--- src/design/bmsh_pkg.sv ---
`timescale 1ns / 1ps
// ----------------------------------------------------------------------------
// bmsh_pkg
// Shared types and constants of the button matrix scan history block.
// ----------------------------------------------------------------------------
package bmsh_pkg;

    // request codes
    localparam logic REQ_SCAN = 1'b0;
    localparam logic REQ_READ = 1'b1;

    // widths of the beat fields
    localparam int ROW_FIELD_BITS = 8;
    localparam int INDEX_BITS     = 8;
    localparam int HIST_OUT_BITS  = 16;
    localparam int CNT_OUT_BITS   = 5;

    // control from the sequencer to every row lane
    typedef struct packed {
        logic rd_en;   // look up the entry (accept cycle)
        logic wr_en;   // update the entry (while busy)
        logic scan;    // scan beat when set, read beat when clear
    } t_lane_ctl;

endpackage

--- src/design/bmsh_lane.sv ---
`timescale 1ns / 1ps
// ----------------------------------------------------------------------------
// bmsh_lane
// One row slot of the matrix: holds history and count of every column of
// that slot and performs the read-modify-write of one entry per item.
// ----------------------------------------------------------------------------
module bmsh_lane
    import bmsh_pkg::*;
#(
    parameter int COLUMNS      = 8,
    parameter int HISTORY_BITS = 16,
    parameter int MAX_COUNT    = 16,
    parameter int SLOT         = 0,
    parameter int COL_W        = 3,
    parameter int CNT_W        = 5
) (
    input  logic                    i_clk,
    input  logic                    i_rst_n,
    input  t_lane_ctl               i_ctl,
    input  logic [COL_W-1:0]        i_col,
    input  logic [INDEX_BITS-1:0]   i_index,
    input  logic                    i_bit,
    output logic                    o_hit,
    output logic [HISTORY_BITS-1:0] o_hist,
    output logic [CNT_W-1:0]        o_cnt
);

    localparam int BASE = SLOT * COLUMNS;

    logic [HISTORY_BITS-1:0] mem_hist [COLUMNS];
    logic [CNT_W-1:0]        mem_cnt  [COLUMNS];
    logic [COLUMNS-1:0]      r_vld;

    logic [COL_W-1:0]        r_addr;
    logic                    r_hit;
    logic                    r_bit;
    logic                    r_rd_vld;
    logic [HISTORY_BITS-1:0] r_rd_hist;
    logic [CNT_W-1:0]        r_rd_cnt;

    logic                    in_range;
    logic [INDEX_BITS:0]     offset;
    logic [COL_W-1:0]        addr;
    logic [HISTORY_BITS-1:0] cur_hist;
    logic [CNT_W-1:0]        cur_cnt;
    logic [HISTORY_BITS-1:0] new_hist;
    logic [CNT_W-1:0]        new_cnt;

    // button index = slot * COLUMNS + column
    assign in_range = ({1'b0, i_index} >= (INDEX_BITS+1)'(BASE)) &&
                      ({1'b0, i_index} <  (INDEX_BITS+1)'(BASE + COLUMNS));
    assign offset   = {1'b0, i_index} - (INDEX_BITS+1)'(BASE);

    always_comb begin
        if (i_ctl.scan) begin
            addr = i_col;
        end else if (in_range) begin
            addr = offset[COL_W-1:0];
        end else begin
            addr = '0;
        end
    end

    always_ff @(posedge i_clk) begin
        if (i_ctl.rd_en) begin
            r_addr    <= addr;
            r_bit     <= i_bit;
            r_rd_hist <= mem_hist[addr];
            r_rd_cnt  <= mem_cnt[addr];
            r_rd_vld  <= r_vld[addr];
        end
    end

    always_ff @(posedge i_clk) begin
        if (!i_rst_n) begin
            r_hit <= 1'b0;
        end else if (i_ctl.rd_en) begin
            r_hit <= i_ctl.scan | in_range;
        end
    end

    // entries never written since reset read as zero
    assign cur_hist = r_rd_vld ? r_rd_hist : '0;
    assign cur_cnt  = r_rd_vld ? r_rd_cnt  : '0;

    always_comb begin
        if (i_ctl.scan) begin
            new_hist = (cur_hist << 1) | HISTORY_BITS'(r_bit);
            new_cnt  = (cur_cnt < CNT_W'(MAX_COUNT)) ? cur_cnt + CNT_W'(1)
                                                     : CNT_W'(MAX_COUNT);
        end else begin
            new_hist = cur_hist;
            new_cnt  = '0;
        end
    end

    always_ff @(posedge i_clk) begin
        if (i_ctl.wr_en && r_hit) begin
            mem_hist[r_addr] <= new_hist;
            mem_cnt[r_addr]  <= new_cnt;
        end
    end

    always_ff @(posedge i_clk) begin
        if (!i_rst_n) begin
            r_vld <= '0;
        end else if (i_ctl.wr_en && r_hit) begin
            r_vld[r_addr] <= 1'b1;
        end
    end

    assign o_hit  = r_hit;
    assign o_hist = cur_hist;
    assign o_cnt  = cur_cnt;

endmodule

--- src/design/bmsh_merge.sv ---
`timescale 1ns / 1ps
// ----------------------------------------------------------------------------
// bmsh_merge
// Combines the row lanes' read data into one result beat and registers it.
// ----------------------------------------------------------------------------
module bmsh_merge
    import bmsh_pkg::*;
#(
    parameter int ROWS         = 8,
    parameter int HISTORY_BITS = 16,
    parameter int CNT_W        = 5
) (
    input  logic                         i_clk,
    input  logic                         i_rst_n,
    input  logic                         i_fire,
    input  logic                         i_index_err,
    input  logic [ROWS-1:0]              i_hit,
    input  logic [ROWS*HISTORY_BITS-1:0] i_hist,
    input  logic [ROWS*CNT_W-1:0]        i_cnt,
    output logic                         o_valid,
    output logic [HIST_OUT_BITS-1:0]     o_history,
    output logic [CNT_OUT_BITS-1:0]      o_sample_count,
    output logic                         o_has_samples,
    output logic                         o_index_error
);

    localparam int HW = (HISTORY_BITS > HIST_OUT_BITS) ? HISTORY_BITS : HIST_OUT_BITS;
    localparam int CW = (CNT_W > CNT_OUT_BITS) ? CNT_W : CNT_OUT_BITS;

    logic [HISTORY_BITS-1:0]  sel_hist;
    logic [CNT_W-1:0]         sel_cnt;
    logic [HW-1:0]            hist_ext;
    logic [CW-1:0]            cnt_ext;

    logic                     r_valid;
    logic [HIST_OUT_BITS-1:0] r_history;
    logic [CNT_OUT_BITS-1:0]  r_sample_count;
    logic                     r_has_samples;
    logic                     r_index_error;

    // at most one lane hits on a read
    always_comb begin
        sel_hist = '0;
        sel_cnt  = '0;
        for (int s = 0; s < ROWS; s++) begin
            if (i_hit[s]) begin
                sel_hist = sel_hist | i_hist[s*HISTORY_BITS +: HISTORY_BITS];
                sel_cnt  = sel_cnt  | i_cnt[s*CNT_W +: CNT_W];
            end
        end
    end

    assign hist_ext = HW'(sel_hist);
    assign cnt_ext  = CW'(sel_cnt);

    always_ff @(posedge i_clk) begin
        if (!i_rst_n) begin
            r_valid <= 1'b0;
        end else begin
            r_valid <= i_fire;
        end
    end

    always_ff @(posedge i_clk) begin
        if (i_fire) begin
            r_history      <= hist_ext[HIST_OUT_BITS-1:0];
            r_sample_count <= cnt_ext[CNT_OUT_BITS-1:0];
            r_has_samples  <= (sel_cnt != '0);
            r_index_error  <= i_index_err;
        end
    end

    assign o_valid        = r_valid;
    assign o_history      = r_history;
    assign o_sample_count = r_sample_count;
    assign o_has_samples  = r_has_samples;
    assign o_index_error  = r_index_error;

endmodule

--- src/design/button_matrix_scan_history.sv ---
`timescale 1ns / 1ps
// A read result strobes on o_valid from the merge result register, loaded from the lane lookup registers.
// The block takes no new item until the read-modify-write of one column entry in every
// row lane is through (lookup on accept, then update while busy).
// Scan beats give no result. The receiver cannot stall the result beat.
// Reset (sync, active low) clears all histories, counts and the column counter
// at once through per-entry valid bits; no clearing pass.
// ----------------------------------------------------------------------------
// button_matrix_scan_history
// Column-by-column button matrix scanner with per-button sample history and
// sample count; one lane per row slot, merged on reads.
// ----------------------------------------------------------------------------
module button_matrix_scan_history
    import bmsh_pkg::*;
#(
    parameter int COLUMNS      = 8,
    parameter int ROWS         = 8,
    parameter int HISTORY_BITS = 16,
    parameter int MAX_COUNT    = 16
) (
    input  logic                      i_clk,
    input  logic                      i_rst_n,
    input  logic                      start,
    output logic                      busy,
    input  logic                      i_req_type,
    input  logic [ROW_FIELD_BITS-1:0] i_row_levels,
    input  logic [INDEX_BITS-1:0]     i_read_index,
    output logic                      o_valid,
    output logic [HIST_OUT_BITS-1:0]  o_history,
    output logic [CNT_OUT_BITS-1:0]   o_sample_count,
    output logic                      o_has_samples,
    output logic                      o_index_error
);

    localparam int COL_W   = (COLUMNS > 1) ? $clog2(COLUMNS) : 1;
    localparam int CNT_W   = $clog2(MAX_COUNT + 1);
    localparam int BUTTONS = COLUMNS * ROWS;

    logic                         r_busy;
    logic                         r_req;
    logic [INDEX_BITS-1:0]        r_index;
    logic [COL_W-1:0]             r_col;
    logic [COL_W-1:0]             n_col;

    logic                         accept;
    t_lane_ctl                    lane_ctl;
    logic [ROWS-1:0]              pressed;
    logic [ROWS-1:0]              lane_hit;
    logic [ROWS*HISTORY_BITS-1:0] lane_hist;
    logic [ROWS*CNT_W-1:0]        lane_cnt;
    logic                         index_err;

    assign accept = start && !r_busy;

    always_comb begin
        lane_ctl.rd_en = accept;
        lane_ctl.wr_en = r_busy;
        lane_ctl.scan  = accept ? (i_req_type == REQ_SCAN) : (r_req == REQ_SCAN);
    end

    always_ff @(posedge i_clk) begin
        if (!i_rst_n) begin
            r_busy <= 1'b0;
            r_col  <= '0;
        end else begin
            r_busy <= accept;
            r_col  <= n_col;
        end
    end

    always_ff @(posedge i_clk) begin
        if (accept) begin
            r_req   <= i_req_type;
            r_index <= i_read_index;
        end
    end

    always_comb begin
        n_col = r_col;
        if (r_busy && (r_req == REQ_SCAN)) begin
            if (r_col == COL_W'(COLUMNS - 1)) begin
                n_col = '0;
            end else begin
                n_col = r_col + COL_W'(1);
            end
        end
    end

    assign index_err = ({1'b0, r_index} >= (INDEX_BITS+1)'(BUTTONS));

    genvar s;
    generate
        for (s = 0; s < ROWS; s++) begin : g_lane
            // row slot s takes shifted bit ROWS-1-s; rows past the field read released
            localparam int RBIT = ROWS - 1 - s;
            if (RBIT < ROW_FIELD_BITS) begin : g_bit
                assign pressed[s] = ~i_row_levels[RBIT];
            end else begin : g_nobit
                assign pressed[s] = 1'b0;
            end

            bmsh_lane #(
                .COLUMNS      (COLUMNS),
                .HISTORY_BITS (HISTORY_BITS),
                .MAX_COUNT    (MAX_COUNT),
                .SLOT         (s),
                .COL_W        (COL_W),
                .CNT_W        (CNT_W)
            ) u_lane (
                .i_clk   (i_clk),
                .i_rst_n (i_rst_n),
                .i_ctl   (lane_ctl),
                .i_col   (r_col),
                .i_index (accept ? i_read_index : r_index),
                .i_bit   (pressed[s]),
                .o_hit   (lane_hit[s]),
                .o_hist  (lane_hist[s*HISTORY_BITS +: HISTORY_BITS]),
                .o_cnt   (lane_cnt[s*CNT_W +: CNT_W])
            );
        end
    endgenerate

    bmsh_merge #(
        .ROWS         (ROWS),
        .HISTORY_BITS (HISTORY_BITS),
        .CNT_W        (CNT_W)
    ) u_merge (
        .i_clk          (i_clk),
        .i_rst_n        (i_rst_n),
        .i_fire         (r_busy && (r_req == REQ_READ)),
        .i_index_err    (index_err),
        .i_hit          (lane_hit),
        .i_hist         (lane_hist),
        .i_cnt          (lane_cnt),
        .o_valid        (o_valid),
        .o_history      (o_history),
        .o_sample_count (o_sample_count),
        .o_has_samples  (o_has_samples),
        .o_index_error  (o_index_error)
    );

    assign busy = r_busy;

`ifndef SYNTH
    a_accept_busy: assert property (@(posedge i_clk) disable iff (!i_rst_n)
        accept |=> busy) else $error("accepted beat did not raise busy");

    a_busy_one: assert property (@(posedge i_clk) disable iff (!i_rst_n)
        busy |=> !busy) else $error("busy held for more than one cycle");

    a_valid_idle: assert property (@(posedge i_clk) disable iff (!i_rst_n)
        o_valid |-> !busy) else $error("result beat while busy");

    a_err_zero: assert property (@(posedge i_clk) disable iff (!i_rst_n)
        (o_valid && o_index_error) |->
            (o_history == '0 && o_sample_count == '0 && !o_has_samples))
        else $error("index error beat carries data");

    a_col_range: assert property (@(posedge i_clk) disable iff (!i_rst_n)
        r_col <= COL_W'(COLUMNS - 1)) else $error("column counter out of range");
`endif

endmodule
--- config.mk ---
export PLATFORM = sky130hd
export DESIGN_NAME = button_matrix_scan_history
export DESIGN_NICKNAME = d
export VERILOG_FILES = /design/src/design/bmsh_pkg.sv /design/src/design/bmsh_lane.sv /design/src/design/bmsh_merge.sv /design/src/design/button_matrix_scan_history.sv
export SDC_FILE = /design/constraint.sdc
export NUM_CORES = 2
export LEC_CHECK = 0
export ABC_AREA = 1
export BUFFER_PORTS_ARGS = -buffer_cell sky130_fd_sc_hd__buf_4
export CAP_MARGIN = 20
export CORE_MARGIN = 2
export CORE_UTILIZATION = 45
export CTS_CLUSTER_DIAMETER = 80
export DETAILED_ROUTE_END_ITERATION = 6
export PLACE_DENSITY = 0.67
export SETUP_SLACK_MARGIN = 0.1
export SLEW_MARGIN = 20
export SYNTH_ARGS = -nofsm -noshare
export SYNTH_HDL_FRONTEND = slang
export SYNTH_SLANG_ARGS = --single-unit
export TNS_END_PERCENT = 10
--- constraint.sdc ---
create_clock -name i_clk -period 6.4 [get_ports i_clk]
set_clock_uncertainty 0.05 [all_clocks]
set_input_delay 0.64 -clock i_clk [delete_from_list [all_inputs] [get_ports i_clk]]
set_output_delay 0.64 -clock i_clk [all_outputs]
set_load 0.02 [all_outputs]
Yosys cells after proc, flatten, opt, wreduce, memory -nomap -nowiden
Memory sizes are Yosys's and may differ from the RTL's. A register that Yosys moved wholly into a read port is not among the register bits.
Index checks and enable logic that the tools add are counted.
{ "word_totals": {"wordCells": 329, "register_bits": 149, "inputBits": 20, "ramBits": 1344, "memories": 16, "output_inout_bits": 25} }
{ "op_classes": {"bitwise": 48, "addsub": 16, "n_eq_ne": 1, "mux": 123, "n_reduce_logical": 28, "magnitude_cmp": 48} }
{ "memory_table": {"columns": ["name", "depth", "word_bits", "rd", "rd_ports_with_merged_regs", "write_ports", "line_no", "rtl"], "rows": [
  ["g_lane[0].u_lane.mem_hist", 8, 16, 1, 1, 1, "bmsh_lane.sv:30", "logic [HISTORY_BITS-1:0] mem_hist [COLUMNS];"],
  ["g_lane[1].u_lane.mem_hist", 8, 16, 1, 1, 1, "bmsh_lane.sv:30", null],
  ["g_lane[2].u_lane.mem_hist", 8, 16, 1, 1, 1, "bmsh_lane.sv:30", null],
  ["g_lane[3].u_lane.mem_hist", 8, 16, 1, 1, 1, "bmsh_lane.sv:30", null],
  ["g_lane[4].u_lane.mem_hist", 8, 16, 1, 1, 1, "bmsh_lane.sv:30", null],
  ["g_lane[5].u_lane.mem_hist", 8, 16, 1, 1, 1, "bmsh_lane.sv:30", null],
  ["10 more memories", null, null, null, null, null, null, null]
]} }
{ "ops": {"columns": ["cell", "n"], "rows": [
  ["$mux 16", 24],
  ["$mux 5", 32],
  ["$or 16x1->16", 8],
  ["$or 16x16->16", 7],
  ["$lt 3x4->1 const B", 16],
  ["$or 8x8->8", 8],
  ["$mux 3", 17],
  ["$add 5x1->5 const B", 8],
  ["$lt 5x5->1 const B", 8],
  ["$or 5x5->5", 7],
  ["$mux 1", 33],
  ["$ge 8x6->1 const B", 4],
  ["$lt 8x6->1 const B", 4],
  ["$logic_and 1x1->1", 26],
  ["$bmux 1 s3", 8],
  ["$demux 1 s3", 8],
  ["$ge 3x1->1 const B", 8],
  ["$sub 3x1->3 const B", 7],
  ["$ge 8x5->1 const B", 2],
  ["$lt 8x5->1 const B", 2],
  ["$not 1->1", 10],
  ["$ge 8x4->1 const B", 1],
  ["$ge 8x7->1 const B", 1],
  ["$lt 8x4->1 const B", 1],
  ["other kinds (7)", 14]
]} }

Depth between registers and ports, before layout
{ "logic_depth": {"ltp_word": 17, "ltp_mapped": 16} }

Modules after synthesis
A second synthesis with hierarchy kept.
{ "unflattened": {"cells_unflattened": 7917, "hier_area_um2": 75941.6} }
{ "modules_own_cells": {"columns": ["mod", "cells_each", "area_per_inst_um2", "instances"], "rows": [
  ["bmsh_lane at g_lane[2].u_lane ...", 952, 9217.6, 2],
  ["bmsh_lane at g_lane[3].u_lane ...", 951, 9207.6, 2],
  ["bmsh_lane at g_lane[6].u_lane", 950, 9206.3, 1],
  ["bmsh_lane at g_lane[7].u_lane", 947, 9172.5, 1],
  ["bmsh_lane at g_lane[1].u_lane", 943, 9163.8, 1],
  ["bmsh_lane at g_lane[0].u_lane", 904, 9095.0, 1],
  ["bmsh_merge", 290, 1909.3, 1],
  ["button_matrix_scan_history", 77, 544.3, 1]
]} }

Worst setup path after synthesis
OpenSTA, ideal clock, no wires.
{ "synth_timing": {"path_type": "in2reg", "from": "in start", "to": "reg g_lane[5].u_lane.r_rd_cnt[0], read port of g_lane[5].u_lane.mem_cnt (data pin)", "path_slack_ps": 1019, "arrival_ps": 5079, "stages": 13, "setup_ps": 253, "required_time_ps": 6097, "n_path_buf": 2, "path_cell_list": "inv_2 > nor2_4 > nand2_1 > nand2_2 > nor2_4 > nand3_2 > buf_2 > buf_2 > nand3_1 > nand3_1 > nand2_1 > nand2_1 > nand2_1"} }
{ "synth_between": {"elab_chain_len": 6} }
{ "synth_lines": {"columns": ["element", "line_no", "rtl"], "rows": [
  ["start: declaration", "button_matrix_scan_history.sv:23", "input logic start,"],
  ["$logic_and 1x1->1 (*)", "button_matrix_scan_history.sv:53", "assign accept = start && !r_busy;"],
  ["named net accept", "button_matrix_scan_history.sv:45", "logic accept;"],
  ["$mux 8 (*)", null, null],
  ["named net g_lane[0].u_lane.i_index[4]", "bmsh_lane.sv:21", "input logic [INDEX_BITS-1:0] i_index,"],
  ["$ge 8x6->1 / $lt 8x6->1 (equally long branches)", "bmsh_lane.sv:50, bmsh_lane.sv:51", null],
  ["$logic_and 1x1->1 (*)", "bmsh_lane.sv:50", "assign in_range = ({1'b0, i_index} >= (INDEX_BITS+1)'(BASE)) &&"],
  ["$mux 3 (*)", "bmsh_lane.sv:57", "end else if (in_range) begin"],
  ["$mux 3 (*)", "bmsh_lane.sv:55", "if (i_ctl.scan) begin"],
  ["end: declaration", "bmsh_lane.sv:39", "logic [CNT_W-1:0] r_rd_cnt;"]
]} }
Mark *: on every way through the listed nets, which the timed path passes. The rest lies on a longest branch.
A chain may end at the register's enable or synchronous reset.

Final worst setup path
{ "layout_timing": {"from": "reg r_busy (netlist: busy)", "to": "reg g_lane[0].u_lane.r_rd_hist[15], read port of g_lane[0].u_lane.mem_hist (data pin)"} }
{ "layout_between": {"elab_chain_len": 6} }
{ "layout_lines": {"columns": ["element", "line_no", "rtl"], "rows": [
  ["start: declaration", "button_matrix_scan_history.sv:39", "logic r_busy;"],
  ["start signal: assignment", "button_matrix_scan_history.sv:66", "r_busy <= accept;"],
  ["$logic_not 1->1 (*)", "button_matrix_scan_history.sv:53", null],
  ["$logic_and 1x1->1 (*)", "button_matrix_scan_history.sv:53", null],
  ["$mux 8", null, null],
  ["$lt 8x4->1", "bmsh_lane.sv:51", "({1'b0, i_index} < (INDEX_BITS+1)'(BASE + COLUMNS));"],
  ["$mux 3", "bmsh_lane.sv:57", null],
  ["$mux 3", "bmsh_lane.sv:55", null],
  ["end: declaration", "bmsh_lane.sv:38", "logic [HISTORY_BITS-1:0] r_rd_hist;"]
]} }
Every way passes the cells marked *; elsewhere a longest branch is shown, timed or not.

==> reports/results.txt <==
Nets - 7651
CTS Sinks - 1661
DRC - 0
Critical Path End Type - flop
Lkg Pwr - 36.1 nW
Compound-cell area share of the yosys netlist - 0.0201
Worst setup SP type - flop
Worst-margin pin slew - 1190 ps
Total Power - 23.6 mW
Initial antenna violation count - 6
Top routing layer in use - met5
Drt pass-1 iters - 6
Layout area overhead - 11.1%
Chip width - 411 um
First-pass GRT wire length - 298000 um
Post-synthesis sequential element count - 1661
CTS Root Cell - clkbuf_16
Yosys top cell by area - edfxtp_1
Setup bufs post-CTS - 0
P_sw - 5.52 mW
Total CTS buffers - 171
Place WS - 2160 ps
Via Count - 52300
Synthesized area per cell - 9.74 um2
Largest net degree at the start of global routing - 141
Number of synthesized flops with an enable pin - 1576
Power Dens Cells - 285 nW/um2
Drt wl/cell - 19.8 um
Period minus WS final - 4080 ps
Top FF cell, synth - edfxtp_1
Die height - 411 um
Synth warnings - 0
Final setup violation count - 0
H-Tree Depth - 4
CP max FO - 80
Multiplexer area fraction after synthesis - 0
Post-Syn Area - 74600 um2
Clock Tree Buf Depth - 3
Count leader, synth - nand2_1
Syn Nets - 7685
Yosys cell types - 42
Top cells by area, synth - edfxtp_1 (63%), nand2_1 (9.9%), nand3_1 (9.6%)
CP Data Required Time - 6890 ps
Max Fclk - 245 MHz
Initial drt markers - 5893
Hold WC Path Type - in -> reg
Fin Setup TNS - 0 ps
Diodes inserted - 0
Ports - 45
Max-slew violations - 0
Core area - 165000 um2
Ratio of final minimum period to clock period - 0.638
Layout cell share with drive strength beyond 1 - 0.0700
Total track usage - 0.231
Adder-cell share of the synthesized area - 0.00168
Num rows - 149
Vias in the first global route - 49400
WL met1 - 78700 um
CTS tree - built
Routed Antenna Nets - 0
Detailed Place HPWL - 113000 um
Seq/Total Area, Yosys - 0.658
Area share of the largest cell type after synthesis - 0.635
Later-pin clock latency in the skew report - 830 ps
Metal2 WL - 90800 um
Seq pwr share - 0.520
Final worst setup slack - 2320 ps
Clk network pwr share - 0.415
Comb pwr share - 0.065
Pint - 18.0 mW
Xor and xnor area share after synthesis - 0.00164
FFs w/ async S/R, synth - 0
Worst EP arrival - 4570 ps
Final WL - 197000 um
Routability cong. - 0.916
Simple-Gate Fraction of Synth Area - 0.215
RSZ-0062 raised after global routing - no
Syn Inst Count - 7655
Outcome - completed
Die area - 169000 um2
Max cap viols - 0
Port bufs - 44
Grt total ovfl - 0
Via density - 5.25
Largest family of logic cells by synthesized area - simple AND/OR/NAND/NOR gates
Starting Density - 0.452
DR WL met3 - 19400 um
Switching share of power - 0.234
Maximum VDD drop - 0.245 mV
CTS clk-pin slew, worst paths - 60 ps
Hold Vio Cnt, Final - 0
Max_slew headroom - 0.199
Synth top cells by count - nand2_1 (1959), inv_1 (1582), edfxtp_1 (1576), nand3_1 (1436), nor2_1 (272)
Crit Path Category - reg -> reg
==> area by class of cell <==
class / instances / area [um2]
fillers: 14600 / 82000
flip-flops and latches: 1661 / 49000
multi-input cells: 4004 / 18100
inverters: 1599 / 6010
clock buffers: 220 / 4570
well taps: 2189 / 2740
repair buffers: 184 / 1490
clock inverters: 94 / 935
==> registers in the layout, indices dropped and copies added, names as in the netlist <==
name	flops
u_merge.o_valid	1
g_lane.u_lane.r_rd_cnt	40
g_lane.u_lane.r_rd_vld	8
g_lane.u_lane.mem_hist	1024
r_index	8
r_req	1
u_merge.o_has_samples	1
g_lane.u_lane.mem_cnt	320
g_lane.u_lane.o_hit	8
u_merge.o_sample_count	5
u_merge.o_history	16
busy	1
g_lane.u_lane.r_rd_hist	128
g_lane.u_lane.r_vld	64
g_lane.u_lane.r_addr	24
u_merge.o_index_error	1
g_lane.u_lane.r_bit	8
r_col	3
==> cells in the final DEF, fill, tap and decap left out, types with 9 or more instances in the layout <==
master / instances
clkinv_1: 44
nor2_1: 208
xor2_1: 13
a221oi_1: 12
inv_2: 13
edfxtp_1: 1576
clkbuf_16: 172
clkinv_2: 20
o21ai_0: 137
clkbuf_8: 9
o22ai_1: 51
inv_1: 1580
a21oi_1: 11
nor2_4: 10
dfxtp_1: 85
bufinv_16: 11
ha_1: 10
clkbuf_1: 39
buf_4: 169
nor2_2: 62
nand2_1: 1958
nand3_1: 1436
nand2_2: 18
==> through the flow <==
stage	std cells	utilization	area (um2)	hold WS, ps
floorplan	7655	-	74600	372
global placement	9629	0.469	77200	398
detailed placement	9629	0.469	77200	407
CTS	9951	0.503	82800	13.7
global route	9951	0.503	82800	44.3
finish	9951	0.503	82800	47.2
==> logic make-up after synthesis <==
logic type / after synthesis
compound gates: 252
xor+xnor: 14
fa+ha+maj: 10
buf+inv: 1990
flops: 1661
simple gates: 3728
==> critical path, cell delays in order, from the launching register on <==
cell	delay, ps
dfxtp_1	310
inv_2	220
nand2_2	80
nand2_1	160
nand2_8	380
inv_6	530
nand2_1	410
o21ai_2	260
clkinv_1	910
nand2_1	300
nand2_1	130
==> final timing paths <==
path	slack (ps)	end	cells past startpoint	startpoint
setup / recovery	2320	g_lane[0].u_lane.r_rd_hist[15]	10	busy
hold / removal	50	g_lane[4].u_lane.r_bit	2	i_row_levels[3]
setup reg to reg	2320	g_lane[0].u_lane.r_rd_hist[15]	10	busy
hold reg to reg	420	g_lane[7].u_lane.r_vld[1]	2	g_lane[7].u_lane.r_vld[1]
==> routing by layer <==
layer | GRT usage | up-vias
met5 | 0 | -
met4 | 0.101 | 4
met3 | 0.0492 | 470
met2 | 0.364 | 2348
met1 | 0.310 | 24800
li1 | - | 24600
==> power by group through the flow <==
stage	Combinational [mW]	Clock, mW	Sequential (mW)
global route	1.66	10.3	12.3
global placement	1.46	0	12.5
detailed placement	1.49	0	12.5
CTS	1.50	9.89	12.3
finish	1.52	9.79	12.3
floorplan	0.926	0	12.5
==> what timing repair did <==
action	CTS	global route
hold endpoints to repair	8	0
setup endpoints to repair	0	0
resized for setup	0	0
hold buffers	8	0
Power figures use the tool's default switching activity.
